File: config.mk
export PLATFORM = sky130hd
export DESIGN_NAME = audio_block_peak_rms_meter
export DESIGN_NICKNAME = d
export VERILOG_FILES = /design/src/rtl/abprm_pkg.sv /design/src/rtl/abprm_front.sv /design/src/rtl/abprm_fifo.sv /design/src/rtl/abprm_div.sv /design/src/rtl/abprm_back.sv /design/src/rtl/audio_block_peak_rms_meter.sv
export SDC_FILE = /design/constraint.sdc
export NUM_CORES = 2
export LEC_CHECK = 0
export ABC_AREA = 1
export BUFFER_PORTS_ARGS = -buffer_cell sky130_fd_sc_hd__buf_4
export CAP_MARGIN = 0
export CORE_MARGIN = 2
export CORE_UTILIZATION = 54
export CTS_CLUSTER_SIZE = 40
export DETAILED_ROUTE_END_ITERATION = 16
export GPL_ROUTABILITY_DRIVEN = 1
export PLACE_DENSITY = 0.7
export SLEW_MARGIN = 20
export SYNTH_ARGS = -nofsm -noshare
export SYNTH_HDL_FRONTEND = slang
export SYNTH_SLANG_ARGS = --single-unit
File: constraint.sdc
create_clock -name clk -period 11.61 [get_ports clk]
set_input_delay 1.7415 -clock clk [delete_from_list [all_inputs] [get_ports clk]]
set_output_delay 1.7415 -clock clk [all_outputs]
set_load 0.02 [all_outputs]
File: src/rtl/abprm_pkg.sv
`default_nettype none
// ----------------------------------------------------------------------------
// abprm_pkg: shared definitions for the audio block peak and RMS meter
// Field widths, queue sizing, square root sizing and the queue status type.
// ----------------------------------------------------------------------------
package abprm_pkg;

  localparam int SAMPLE_W = 16;
  localparam int LEVEL_W = 16;
  localparam int FILL_W = 4;
  localparam int HLEN_W = 4;
  localparam int SQ_W = 32;

  localparam int IN_TDATA_W = 16;
  localparam int OUT_TDATA_W = 72;

  localparam int HISTORY_DEPTH_DEFAULT = 10;
  localparam int MAX_BLOCK_DEFAULT = 65536;
  localparam logic [HLEN_W-1:0] HLEN_RESET = 4'd10;

  localparam int QUEUE_DEPTH = 4;
  localparam int QPTR_W = 2;
  localparam int QCNT_W = 3;

  localparam int RAD_W = 32;
  localparam int ROOT_W = 16;
  localparam int SREM_W = 18;
  localparam int SQ_STEPS = 16;
  localparam int SQ_CNT_W = 4;

  typedef struct packed {
    logic              empty;
    logic [QCNT_W-1:0] count;
  } fifo_stat_t;

endpackage
`default_nettype wire

File: src/rtl/abprm_front.sv
`default_nettype none
// ----------------------------------------------------------------------------
// abprm_front: sample intake and block accumulation
// Takes one sample per cycle while the queue has room, tracks the block peak
// and the sum of squares of up to MAX_BLOCK samples, and queues the summary.
// ----------------------------------------------------------------------------
module abprm_front #(
  parameter int MAX_BLOCK = abprm_pkg::MAX_BLOCK_DEFAULT,
  parameter int CNT_W = $clog2(MAX_BLOCK + 1),
  parameter int SUM_W = CNT_W + 30
) (
  input  wire                                  clk,
  input  wire                                  rst,
  input  wire                                  s_axis_tvalid,
  output logic                                 s_axis_tready,
  input  wire  [abprm_pkg::SAMPLE_W-1:0]       s_axis_tdata,
  input  wire                                  s_axis_tlast,
  input  wire  abprm_pkg::fifo_stat_t          fifo_stat,
  output logic                                 push,
  output logic [abprm_pkg::LEVEL_W+SUM_W+CNT_W-1:0] push_data
);

  logic                             st_valid;
  logic                             st_last;
  logic [abprm_pkg::LEVEL_W-1:0]    st_mag;
  logic [abprm_pkg::SQ_W-1:0]       st_sq;
  logic [abprm_pkg::LEVEL_W-1:0]    run_peak;
  logic [SUM_W-1:0]                 sq_sum;
  logic [CNT_W-1:0]                 cnt;

  logic [abprm_pkg::LEVEL_W-1:0]    mag;
  logic [abprm_pkg::SQ_W-1:0]       sq;
  logic [abprm_pkg::QCNT_W-1:0]     pend;
  logic                             accept;
  logic [abprm_pkg::LEVEL_W-1:0]    peak_next;
  logic [SUM_W-1:0]                 sum_next;
  logic [CNT_W-1:0]                 cnt_next;

  assign mag = s_axis_tdata[abprm_pkg::SAMPLE_W-1] ?
               abprm_pkg::LEVEL_W'(-s_axis_tdata) : abprm_pkg::LEVEL_W'(s_axis_tdata);
  assign sq = abprm_pkg::SQ_W'(mag) * abprm_pkg::SQ_W'(mag);

  assign pend = fifo_stat.count + abprm_pkg::QCNT_W'(st_valid & st_last);
  assign s_axis_tready = pend < abprm_pkg::QCNT_W'(abprm_pkg::QUEUE_DEPTH);
  assign accept = s_axis_tvalid & s_axis_tready;

  always_comb begin
    peak_next = (st_mag > run_peak) ? st_mag : run_peak;
    sum_next = sq_sum;
    cnt_next = cnt;
    if (cnt < CNT_W'(MAX_BLOCK)) begin
      sum_next = sq_sum + SUM_W'(st_sq);
      cnt_next = cnt + CNT_W'(1);
    end
  end

  assign push = st_valid & st_last;
  assign push_data = {peak_next, sum_next, cnt_next};

  always_ff @(posedge clk) begin
    if (rst) begin
      st_valid <= 1'b0;
      st_last <= 1'b0;
      run_peak <= '0;
      sq_sum <= '0;
      cnt <= '0;
    end else begin
      st_valid <= accept;
      if (accept) begin
        st_last <= s_axis_tlast;
        st_mag <= mag;
        st_sq <= sq;
      end
      if (st_valid) begin
        if (st_last) begin
          run_peak <= '0;
          sq_sum <= '0;
          cnt <= '0;
        end else begin
          run_peak <= peak_next;
          sq_sum <= sum_next;
          cnt <= cnt_next;
        end
      end
    end
  end

endmodule
`default_nettype wire

File: src/rtl/abprm_fifo.sv
`default_nettype none
// ----------------------------------------------------------------------------
// abprm_fifo: block summary queue
// A short first-in first-out queue between the intake and the block engine.
// ----------------------------------------------------------------------------
module abprm_fifo #(
  parameter int DATA_W = 80
) (
  input  wire                          clk,
  input  wire                          rst,
  input  wire                          push,
  input  wire  [DATA_W-1:0]            push_data,
  input  wire                          pop,
  output logic [DATA_W-1:0]            head,
  output abprm_pkg::fifo_stat_t        stat
);

  logic [DATA_W-1:0]               entries [abprm_pkg::QUEUE_DEPTH];
  logic [abprm_pkg::QPTR_W-1:0]    wr_ptr;
  logic [abprm_pkg::QPTR_W-1:0]    rd_ptr;
  logic [abprm_pkg::QCNT_W-1:0]    count;

  assign head = entries[rd_ptr];
  assign stat.empty = (count == '0);
  assign stat.count = count;

  always_ff @(posedge clk) begin
    if (push) begin
      entries[wr_ptr] <= push_data;
    end
  end

  always_ff @(posedge clk) begin
    if (rst) begin
      wr_ptr <= '0;
      rd_ptr <= '0;
      count <= '0;
    end else begin
      if (push) begin
        wr_ptr <= wr_ptr + abprm_pkg::QPTR_W'(1);
      end
      if (pop) begin
        rd_ptr <= rd_ptr + abprm_pkg::QPTR_W'(1);
      end
      if (push && !pop) begin
        count <= count + abprm_pkg::QCNT_W'(1);
      end else if (pop && !push) begin
        count <= count - abprm_pkg::QCNT_W'(1);
      end
    end
  end

endmodule
`default_nettype wire

File: src/rtl/abprm_div.sv
`default_nettype none
// ----------------------------------------------------------------------------
// abprm_div: iterative unsigned divider
// Restoring division, one quotient bit per cycle, with a done pulse at the end.
// ----------------------------------------------------------------------------
module abprm_div #(
  parameter int N_W = 47,
  parameter int D_W = 17
) (
  input  wire               clk,
  input  wire               rst,
  input  wire               start,
  input  wire  [N_W-1:0]    dividend,
  input  wire  [D_W-1:0]    divisor,
  output logic              done,
  output logic [N_W-1:0]    quotient
);

  localparam int CW = $clog2(N_W + 1);

  logic           busy;
  logic [CW-1:0]  cnt;
  logic [D_W-1:0] rem;
  logic [D_W-1:0] dvs;
  logic [D_W:0]   rem_sh;
  logic           qbit;

  assign rem_sh = {rem, quotient[N_W-1]};
  assign qbit = rem_sh >= {1'b0, dvs};

  always_ff @(posedge clk) begin
    if (rst) begin
      busy <= 1'b0;
      done <= 1'b0;
      cnt <= '0;
    end else begin
      done <= !start && busy && (cnt == CW'(1));
      if (start) begin
        busy <= 1'b1;
        cnt <= CW'(N_W);
        quotient <= dividend;
        dvs <= divisor;
        rem <= '0;
      end else if (busy) begin
        quotient <= {quotient[N_W-2:0], qbit};
        rem <= qbit ? D_W'(rem_sh - {1'b0, dvs}) : D_W'(rem_sh);
        cnt <= cnt - CW'(1);
        if (cnt == CW'(1)) begin
          busy <= 1'b0;
        end
      end
    end
  end

endmodule
`default_nettype wire

File: src/rtl/abprm_back.sv
`default_nettype none
// ----------------------------------------------------------------------------
// abprm_back: block engine
// Per block: mean square by division, integer square root, history update,
// history sums, the two averages, and the registered result stage.
// ----------------------------------------------------------------------------
module abprm_back #(
  parameter int MAX_BLOCK = abprm_pkg::MAX_BLOCK_DEFAULT,
  parameter int HISTORY_DEPTH = abprm_pkg::HISTORY_DEPTH_DEFAULT,
  parameter int CNT_W = $clog2(MAX_BLOCK + 1),
  parameter int SUM_W = CNT_W + 30
) (
  input  wire                                         clk,
  input  wire                                         rst,
  input  wire                                         cfg_we,
  input  wire  [abprm_pkg::HLEN_W-1:0]                cfg_wdata,
  input  wire  abprm_pkg::fifo_stat_t                 fifo_stat,
  input  wire  [abprm_pkg::LEVEL_W+SUM_W+CNT_W-1:0]   head,
  output logic                                        pop,
  output logic                                        m_axis_tvalid,
  input  wire                                         m_axis_tready,
  output logic [abprm_pkg::OUT_TDATA_W-1:0]           m_axis_tdata
);

  localparam int HIDX_W = (HISTORY_DEPTH > 1) ? $clog2(HISTORY_DEPTH) : 1;
  localparam int HCNT_W = $clog2(HISTORY_DEPTH + 1);
  localparam int EL_W = (HCNT_W > abprm_pkg::HLEN_W) ? HCNT_W : abprm_pkg::HLEN_W;
  localparam int PS_W = abprm_pkg::LEVEL_W + HCNT_W;
  localparam int N_W = (SUM_W > PS_W) ? SUM_W : PS_W;
  localparam int D_W = (CNT_W > HCNT_W) ? CNT_W : HCNT_W;
  localparam int LW = abprm_pkg::LEVEL_W;

  typedef enum logic [3:0] {
    S_IDLE,
    S_MS_DIV,
    S_SQRT,
    S_HIST,
    S_SUM_RD,
    S_SUM_ACC,
    S_AVG_P,
    S_AVG_R,
    S_OUT
  } state_t;

  state_t                           state;
  logic [abprm_pkg::HLEN_W-1:0]     hlen;

  logic [LW-1:0]                    peak_mem [HISTORY_DEPTH];
  logic [LW-1:0]                    rms_mem [HISTORY_DEPTH];
  logic [LW-1:0]                    peak_rd;
  logic [LW-1:0]                    rms_rd;

  logic [HIDX_W-1:0]                slot;
  logic [HIDX_W-1:0]                rd_idx;
  logic [HCNT_W-1:0]                hcount;
  logic [HCNT_W-1:0]                used;
  logic [HCNT_W-1:0]                left;

  logic [LW-1:0]                    blk_peak;
  logic [LW-1:0]                    blk_rms;
  logic [LW-1:0]                    peak_mean;
  logic [PS_W-1:0]                  psum;
  logic [PS_W-1:0]                  rsum;

  logic [abprm_pkg::RAD_W-1:0]      rad;
  logic [abprm_pkg::ROOT_W-1:0]     root;
  logic [abprm_pkg::SREM_W-1:0]     srem;
  logic [abprm_pkg::SQ_CNT_W-1:0]   sq_cnt;

  logic                             div_start;
  logic                             div_start_next;
  logic [N_W-1:0]                   div_a;
  logic [D_W-1:0]                   div_b;
  logic                             div_done;
  logic [N_W-1:0]                   div_q;

  logic [abprm_pkg::SREM_W+1:0]     sq_sh;
  logic [abprm_pkg::SREM_W+1:0]     sq_trial;
  logic                             sq_take;
  logic [HCNT_W-1:0]                hcount_next;
  logic [EL_W-1:0]                  hl_ext;
  logic [EL_W-1:0]                  eff_len;
  logic [EL_W-1:0]                  hc_ext;
  logic [HCNT_W-1:0]                used_next;
  logic [LW-1:0]                    head_peak;
  logic [SUM_W-1:0]                 head_sum;
  logic [CNT_W-1:0]                 head_cnt;

  abprm_div #(
    .N_W(N_W),
    .D_W(D_W)
  ) u_div (
    .clk      (clk),
    .rst      (rst),
    .start    (div_start),
    .dividend (div_a),
    .divisor  (div_b),
    .done     (div_done),
    .quotient (div_q)
  );

  assign {head_peak, head_sum, head_cnt} = head;
  assign pop = (state == S_IDLE) && !fifo_stat.empty;

  assign div_start_next = ((state == S_IDLE) && !fifo_stat.empty) ||
                          ((state == S_SUM_ACC) && (left == HCNT_W'(1))) ||
                          ((state == S_AVG_P) && div_done);

  assign sq_sh = {srem, rad[abprm_pkg::RAD_W-1 -: 2]};
  assign sq_trial = (abprm_pkg::SREM_W + 2)'({root, 2'b01});
  assign sq_take = sq_sh >= sq_trial;

  always_comb begin
    hcount_next = (hcount < HCNT_W'(HISTORY_DEPTH)) ? hcount + HCNT_W'(1) : hcount;
    hl_ext = EL_W'(hlen);
    if (hl_ext == '0) begin
      eff_len = EL_W'(1);
    end else if (hl_ext > EL_W'(HISTORY_DEPTH)) begin
      eff_len = EL_W'(HISTORY_DEPTH);
    end else begin
      eff_len = hl_ext;
    end
    hc_ext = EL_W'(hcount_next);
    used_next = HCNT_W'((hc_ext < eff_len) ? hc_ext : eff_len);
  end

  always_ff @(posedge clk) begin
    if (state == S_HIST) begin
      peak_mem[slot] <= blk_peak;
      rms_mem[slot] <= blk_rms;
    end
    peak_rd <= peak_mem[rd_idx];
    rms_rd <= rms_mem[rd_idx];
  end

  always_ff @(posedge clk) begin
    if (rst) begin
      hlen <= abprm_pkg::HLEN_RESET;
    end else if (cfg_we) begin
      hlen <= cfg_wdata;
    end
  end

  always_ff @(posedge clk) begin
    if (rst) begin
      state <= S_IDLE;
      slot <= '0;
      rd_idx <= '0;
      hcount <= '0;
      div_start <= 1'b0;
      m_axis_tvalid <= 1'b0;
    end else begin
      div_start <= div_start_next;
      if (m_axis_tvalid && m_axis_tready && (state != S_OUT)) begin
        m_axis_tvalid <= 1'b0;
      end
      case (state)
        S_IDLE: begin
          if (!fifo_stat.empty) begin
            blk_peak <= head_peak;
            div_a <= N_W'(head_sum);
            div_b <= D_W'(head_cnt);
            state <= S_MS_DIV;
          end
        end
        S_MS_DIV: begin
          if (div_done) begin
            rad <= abprm_pkg::RAD_W'(div_q);
            root <= '0;
            srem <= '0;
            sq_cnt <= abprm_pkg::SQ_CNT_W'(abprm_pkg::SQ_STEPS - 1);
            state <= S_SQRT;
          end
        end
        S_SQRT: begin
          rad <= {rad[abprm_pkg::RAD_W-3:0], 2'b00};
          srem <= sq_take ? abprm_pkg::SREM_W'(sq_sh - sq_trial) : abprm_pkg::SREM_W'(sq_sh);
          root <= {root[abprm_pkg::ROOT_W-2:0], sq_take};
          sq_cnt <= sq_cnt - abprm_pkg::SQ_CNT_W'(1);
          if (sq_cnt == '0) begin
            blk_rms <= LW'({root[abprm_pkg::ROOT_W-2:0], sq_take});
            state <= S_HIST;
          end
        end
        S_HIST: begin
          slot <= (slot == HIDX_W'(HISTORY_DEPTH - 1)) ? '0 : slot + HIDX_W'(1);
          rd_idx <= slot;
          hcount <= hcount_next;
          used <= used_next;
          left <= used_next;
          psum <= '0;
          rsum <= '0;
          state <= S_SUM_RD;
        end
        S_SUM_RD: begin
          state <= S_SUM_ACC;
        end
        S_SUM_ACC: begin
          psum <= psum + PS_W'(peak_rd);
          rsum <= rsum + PS_W'(rms_rd);
          rd_idx <= (rd_idx == '0) ? HIDX_W'(HISTORY_DEPTH - 1) : rd_idx - HIDX_W'(1);
          left <= left - HCNT_W'(1);
          if (left == HCNT_W'(1)) begin
            div_a <= N_W'(psum + PS_W'(peak_rd));
            div_b <= D_W'(used);
            state <= S_AVG_P;
          end else begin
            state <= S_SUM_RD;
          end
        end
        S_AVG_P: begin
          if (div_done) begin
            peak_mean <= LW'(div_q);
            div_a <= N_W'(rsum);
            div_b <= D_W'(used);
            state <= S_AVG_R;
          end
        end
        S_AVG_R: begin
          if (div_done) begin
            div_a <= div_q;
            state <= S_OUT;
          end
        end
        S_OUT: begin
          if (!m_axis_tvalid || m_axis_tready) begin
            m_axis_tvalid <= 1'b1;
            m_axis_tdata <= abprm_pkg::OUT_TDATA_W'({abprm_pkg::FILL_W'(used),
                                                     LW'(div_a), peak_mean,
                                                     blk_rms, blk_peak});
            state <= S_IDLE;
          end
        end
        default: begin
          state <= S_IDLE;
        end
      endcase
    end
  end

endmodule
`default_nettype wire

File: src/rtl/audio_block_peak_rms_meter.sv
`default_nettype none
// ----------------------------------------------------------------------------
// audio_block_peak_rms_meter: block peak and RMS level meter
// Samples stream in on s_axis, one transfer per sample, with tlast on the
// final sample of each block. Each finished block yields one transfer on
// m_axis carrying the block peak, the block RMS (integer square root of the
// truncated mean square), the truncated means of the most recent peaks and
// RMS values, and the number of blocks averaged.
// The intake takes one sample per cycle. The block engine takes one block
// at a time; its time per block grows with N, the divider width (47 bits
// with the default block limit), and with F, the number of blocks
// averaged, and is set mostly by the shared iterative divider. A queue of
// four block summaries sits between the two, so short blocks are absorbed
// until it fills, after which s_axis_tready drops. The result register
// holds each result while m_axis_tready is low. Reset clears the running
// block, the history and the queue, and sets history_length to 10.
// ----------------------------------------------------------------------------
module audio_block_peak_rms_meter #(
  parameter int HISTORY_DEPTH = abprm_pkg::HISTORY_DEPTH_DEFAULT,
  parameter int MAX_BLOCK = abprm_pkg::MAX_BLOCK_DEFAULT
) (
  input  wire                                   clk,
  input  wire                                   rst,
  input  wire                                   cfg_we,
  input  wire  [abprm_pkg::HLEN_W-1:0]          cfg_wdata,      // history_length
  input  wire                                   s_axis_tvalid,
  output logic                                  s_axis_tready,
  input  wire  [abprm_pkg::IN_TDATA_W-1:0]      s_axis_tdata,   // sample
  input  wire                                   s_axis_tlast,
  output logic                                  m_axis_tvalid,
  input  wire                                   m_axis_tready,
  // block_peak, block_rms, average_peak, average_rms, history_fill, zero pad
  output logic [abprm_pkg::OUT_TDATA_W-1:0]     m_axis_tdata
);

  localparam int CNT_W = $clog2(MAX_BLOCK + 1);
  localparam int SUM_W = CNT_W + 30;
  localparam int Q_W = abprm_pkg::LEVEL_W + SUM_W + CNT_W;

  abprm_pkg::fifo_stat_t  fifo_stat;
  logic                   fifo_push;
  logic [Q_W-1:0]         fifo_wdata;
  logic                   fifo_pop;
  logic [Q_W-1:0]         fifo_head;

  abprm_front #(
    .MAX_BLOCK(MAX_BLOCK),
    .CNT_W(CNT_W),
    .SUM_W(SUM_W)
  ) u_front (
    .clk           (clk),
    .rst           (rst),
    .s_axis_tvalid (s_axis_tvalid),
    .s_axis_tready (s_axis_tready),
    .s_axis_tdata  (s_axis_tdata),
    .s_axis_tlast  (s_axis_tlast),
    .fifo_stat     (fifo_stat),
    .push          (fifo_push),
    .push_data     (fifo_wdata)
  );

  abprm_fifo #(
    .DATA_W(Q_W)
  ) u_fifo (
    .clk       (clk),
    .rst       (rst),
    .push      (fifo_push),
    .push_data (fifo_wdata),
    .pop       (fifo_pop),
    .head      (fifo_head),
    .stat      (fifo_stat)
  );

  abprm_back #(
    .MAX_BLOCK(MAX_BLOCK),
    .HISTORY_DEPTH(HISTORY_DEPTH),
    .CNT_W(CNT_W),
    .SUM_W(SUM_W)
  ) u_back (
    .clk           (clk),
    .rst           (rst),
    .cfg_we        (cfg_we),
    .cfg_wdata     (cfg_wdata),
    .fifo_stat     (fifo_stat),
    .head          (fifo_head),
    .pop           (fifo_pop),
    .m_axis_tvalid (m_axis_tvalid),
    .m_axis_tready (m_axis_tready),
    .m_axis_tdata  (m_axis_tdata)
  );

  // The queue is never full while the intake can still take a sample.
  a_ready_room: assert property (@(posedge clk) disable iff (rst)
    fifo_stat.count == abprm_pkg::QCNT_W'(abprm_pkg::QUEUE_DEPTH) |-> !s_axis_tready)
    else $error("input ready while block queue is full");

  // A block summary is never pushed into a full queue.
  a_push_room: assert property (@(posedge clk) disable iff (rst)
    fifo_push |-> fifo_stat.count != abprm_pkg::QCNT_W'(abprm_pkg::QUEUE_DEPTH))
    else $error("block summary pushed into full queue");

  // The RMS of a block never exceeds its peak.
  a_rms_le_peak: assert property (@(posedge clk) disable iff (rst)
    m_axis_tvalid |-> m_axis_tdata[31:16] <= m_axis_tdata[15:0])
    else $error("block RMS above block peak");

endmodule
`default_nettype wire
==> metrics.yaml <==
outcome: "finished, final reports clean"
vias_per_cell: 5.565
final_hold_viol_count: 0
synth_cells: 5914
tightestPinTransition_ns: 1.071
setup_tns_ns: 0
ys.flop_type: "edfxtp_1"
die_h_um: 339.5
cts_tree: "built"
ctsHtreeMaxLevel: 3
num_vias: 42200
die_x_um: 339.5
synth_top_area_share_pct: 52.62
antenna_cells: 0
grt_first_pass_wirelength_um: 228500
peakVddDrop_mv: 0.4042
yosysWarningCount: 0
die_area_sq_um: 115200
cts_made_buffers: 121
post-cts-setup-buffers: 0
layout.nets: 6400
worstPathBufferInverterCount: 7
cts.sinks: 1218
drc: 0
cts_resized: 0
r2r_start: "u_back.state[3]"
track_usage_pct: 25.13
io_pins: 100
drv_slew: 0
synth_seq_cells: 1218
hold_start: "u_back.peak_mean[15]"
area.growth.synth_to_final_pct: 10.65
ctsHoldBuffers: 0
critPathRequiredTime_ns: 12.07
rows: 123
finalCritPeriodShare_pct: 70.34
ys_types: 66
path_clk_slew_ns: 0.06
wl_per_cell_um: 19.11
p_leak_uw: 0.02677
synth_top_area_cell: "edfxtp_1"
grt_pass1_vias: 41550
setup_viol: 0
rsz0062_at_grt: "false"
drt_wl_total_um: 145000
crit_type: "in -> reg"
grt-ovfl-total: 0
antenna_left: 0
drive_above_1_share_pct: 7.528
hp-class: "reg -> reg"
cts-root-buf: "clkbuf_16"
cp-end-kind: "register"
dr.first_iter.drc_count: 3753
maxCapViolations: 0
max_freq_mhz: 122.5
final.min_clock_period_ns: 8.166
clk_path_buf_depth: 3
synth_edf_count: 1065
syn_avg_cell_area_sq_um: 10.28
start_kind: "primary input"
critPathSlowestCell: "fa_1"
core-area_sq_um: 112000
grt_max_degree: 109
max-slew-margin-rel_pct: 28.18
crit_start: "s_axis_tdata[0]"
cpPeakStageDelay_ns: 0.60
dp_hpwl_um: 96880
initial_core_util_pct: 54.24
p_per_area_nw_per_um2: 245.1
drtPass1Iterations: 5
portBuffers: 95
cp.arrival_ns: 8.63
synthTopCellsByArea: "edfxtp_1 (53%), nand2_1 (6.9%), fa_1 (5.6%)"
crit_family: "adder cells"
fin_util_pct: 60.02
antenna_found_initial: 0
ys_async_sr_fraction_pct: 0
critPathMaxFanout: 16
ys_seq_area_share_pct: 57.66
skew_ns: 0.01626
clk-insertion-delay-late_ns: 0.72
place_congestion: 0.9347
syn_area_sq_um: 60770
==> Yosys cell counts (9+ instances only) <==
cell and instances:
a221o_1 26, o21ai_0 452, nor2_1 726, o21ai_1 14, nand3_1 185, a21o_1 16
ha_1 230, xnor2_1 36, o211ai_1 41, inv_1 697, o22ai_1 39, buf_2 31
fa_1 169, buf_1 18, dfxtp_1 153, nand3b_1 14, o21bai_1 10, a21oi_1 354
inv_2 24, nand2_1 1110, nor3_1 29, o21a_1 9, nor4_1 16, nand4_1 37
clkbuf_1 168, a31oi_1 23, o32ai_1 64, xor2_1 48, or2_2 13, edfxtp_1 1065
==> report_power, final <==
group          total [uW]  switching, uW  internal, uW
Clock                3960           1670          2290
Sequential           5960            315          5640
Combinational        6560           4300          2270
Total               16500           6280         10200
==> state kept, by name, indices dropped and copies added (netlist names), 17 cells and up, named ones only <==
name and cells:
u_back.div_a 47, u_back.div_b 17, u_back.m_axis_tdata 68, u_back.peak_mem 160
u_back.psum 20, u_back.rad 32, u_back.rms_mem 160, u_back.rsum 20
u_back.srem 18, u_back.u_div.dvs 17, u_back.u_div.quotient 47, u_back.u_div.rem 17
u_fifo.entries 320, u_front.cnt 17, u_front.sq_sum 47, u_front.st_sq 31
==> worst paths after layout <==
check	to	slack [ns]	cells after the start
setup / recovery	u_front.st_sq[28]	3.44	29
hold / removal	u_back.m_axis_tdata[47]	0.42	0
hold reg to reg	u_back.m_axis_tdata[47]	0.42	0
setup reg to reg	u_back.div_a[43]	8.27	7
==> placed cells by master (no fill, tap or decap), types with 13 or more instances in the layout <==
master	synthesis	routed
nand2_1	1110	1110
edfxtp_1	1065	1065
nor2_1	726	707
inv_1	697	697
o21ai_0	452	452
a21oi_1	354	354
ha_1	230	230
nand3_1	185	185
fa_1	169	169
buf_4	8	150
dfxtp_1	153	147
clkbuf_16	0	123
o32ai_1	64	64
xor2_1	48	48
o211ai_1	41	41
o22ai_1	39	38
nand4_1	37	37
xnor2_1	36	36
a221o_1	26	26
clkinv_2	0	25
nor3_1	29	24
a31oi_1	23	23
clkbuf_8	0	22
inv_2	24	21
clkbuf_1	168	21
nor2_4	3	19
a21o_1	16	16
nor4_1	16	15
conb_1	2	15
nand3b_1	14	14
o21ai_1	14	14
or2_2	13	13
clkinv_1	1	13
==> cell families after synthesis <==
logic type	count (synthesis)	synth area share, %
and+or+nand+nor	2169	14.51
DFF	1218	57.66
buffers and inverters	950	6.010
muxes	3	0.04941
AOI/OAI and AO/OA	1088	10.22
adders and majority gates	399	10.30
other	2	0.01236
xor gates and xnor gates	85	1.237
==> metrics by stage <==
stage	cells	power [uW]	area (sq um)	hold WS [ns]	worst slack (ns)
2_1_floorplan	5927	10770	60820	0.4003	3.272
3_3_place_gp	7350	12430	63090	0.4029	2.839
3_5_place_dp	7350	12540	63090	0.4063	2.767
4_1_cts	7582	16510	67190	0.4100	3.521
5_1_grt	7584	17630	67240	0.4086	2.994
6_report	7584	16480	67240	0.4177	3.444
==> layer usage <==
| layer | routed length [um] | global-route usage [%] | vias to the layer above |
|---|---|---|---|
| met5 | 0 | 0 | - |
| li1 | - | - | 20200 |
| met3 | 8605 | 2.845 | 247 |
| met4 | 4709 | 8.776 | 0 |
| met1 | 60280 | 33.09 | 20390 |
| met2 | 71370 | 43.34 | 1371 |
==> layout make-up <==
class | instances | area, sq um
fillers | 9065 | 44790
clock buffers | 166 | 3460
well taps | 1500 | 1877
flip-flops and latches | 1218 | 35060
inverters | 723 | 2723
repair buffers | 152 | 1181
multi-input cells | 3759 | 22310
clock inverters | 66 | 640.6
No activity file was read; power rests on OpenSTA's default activity.
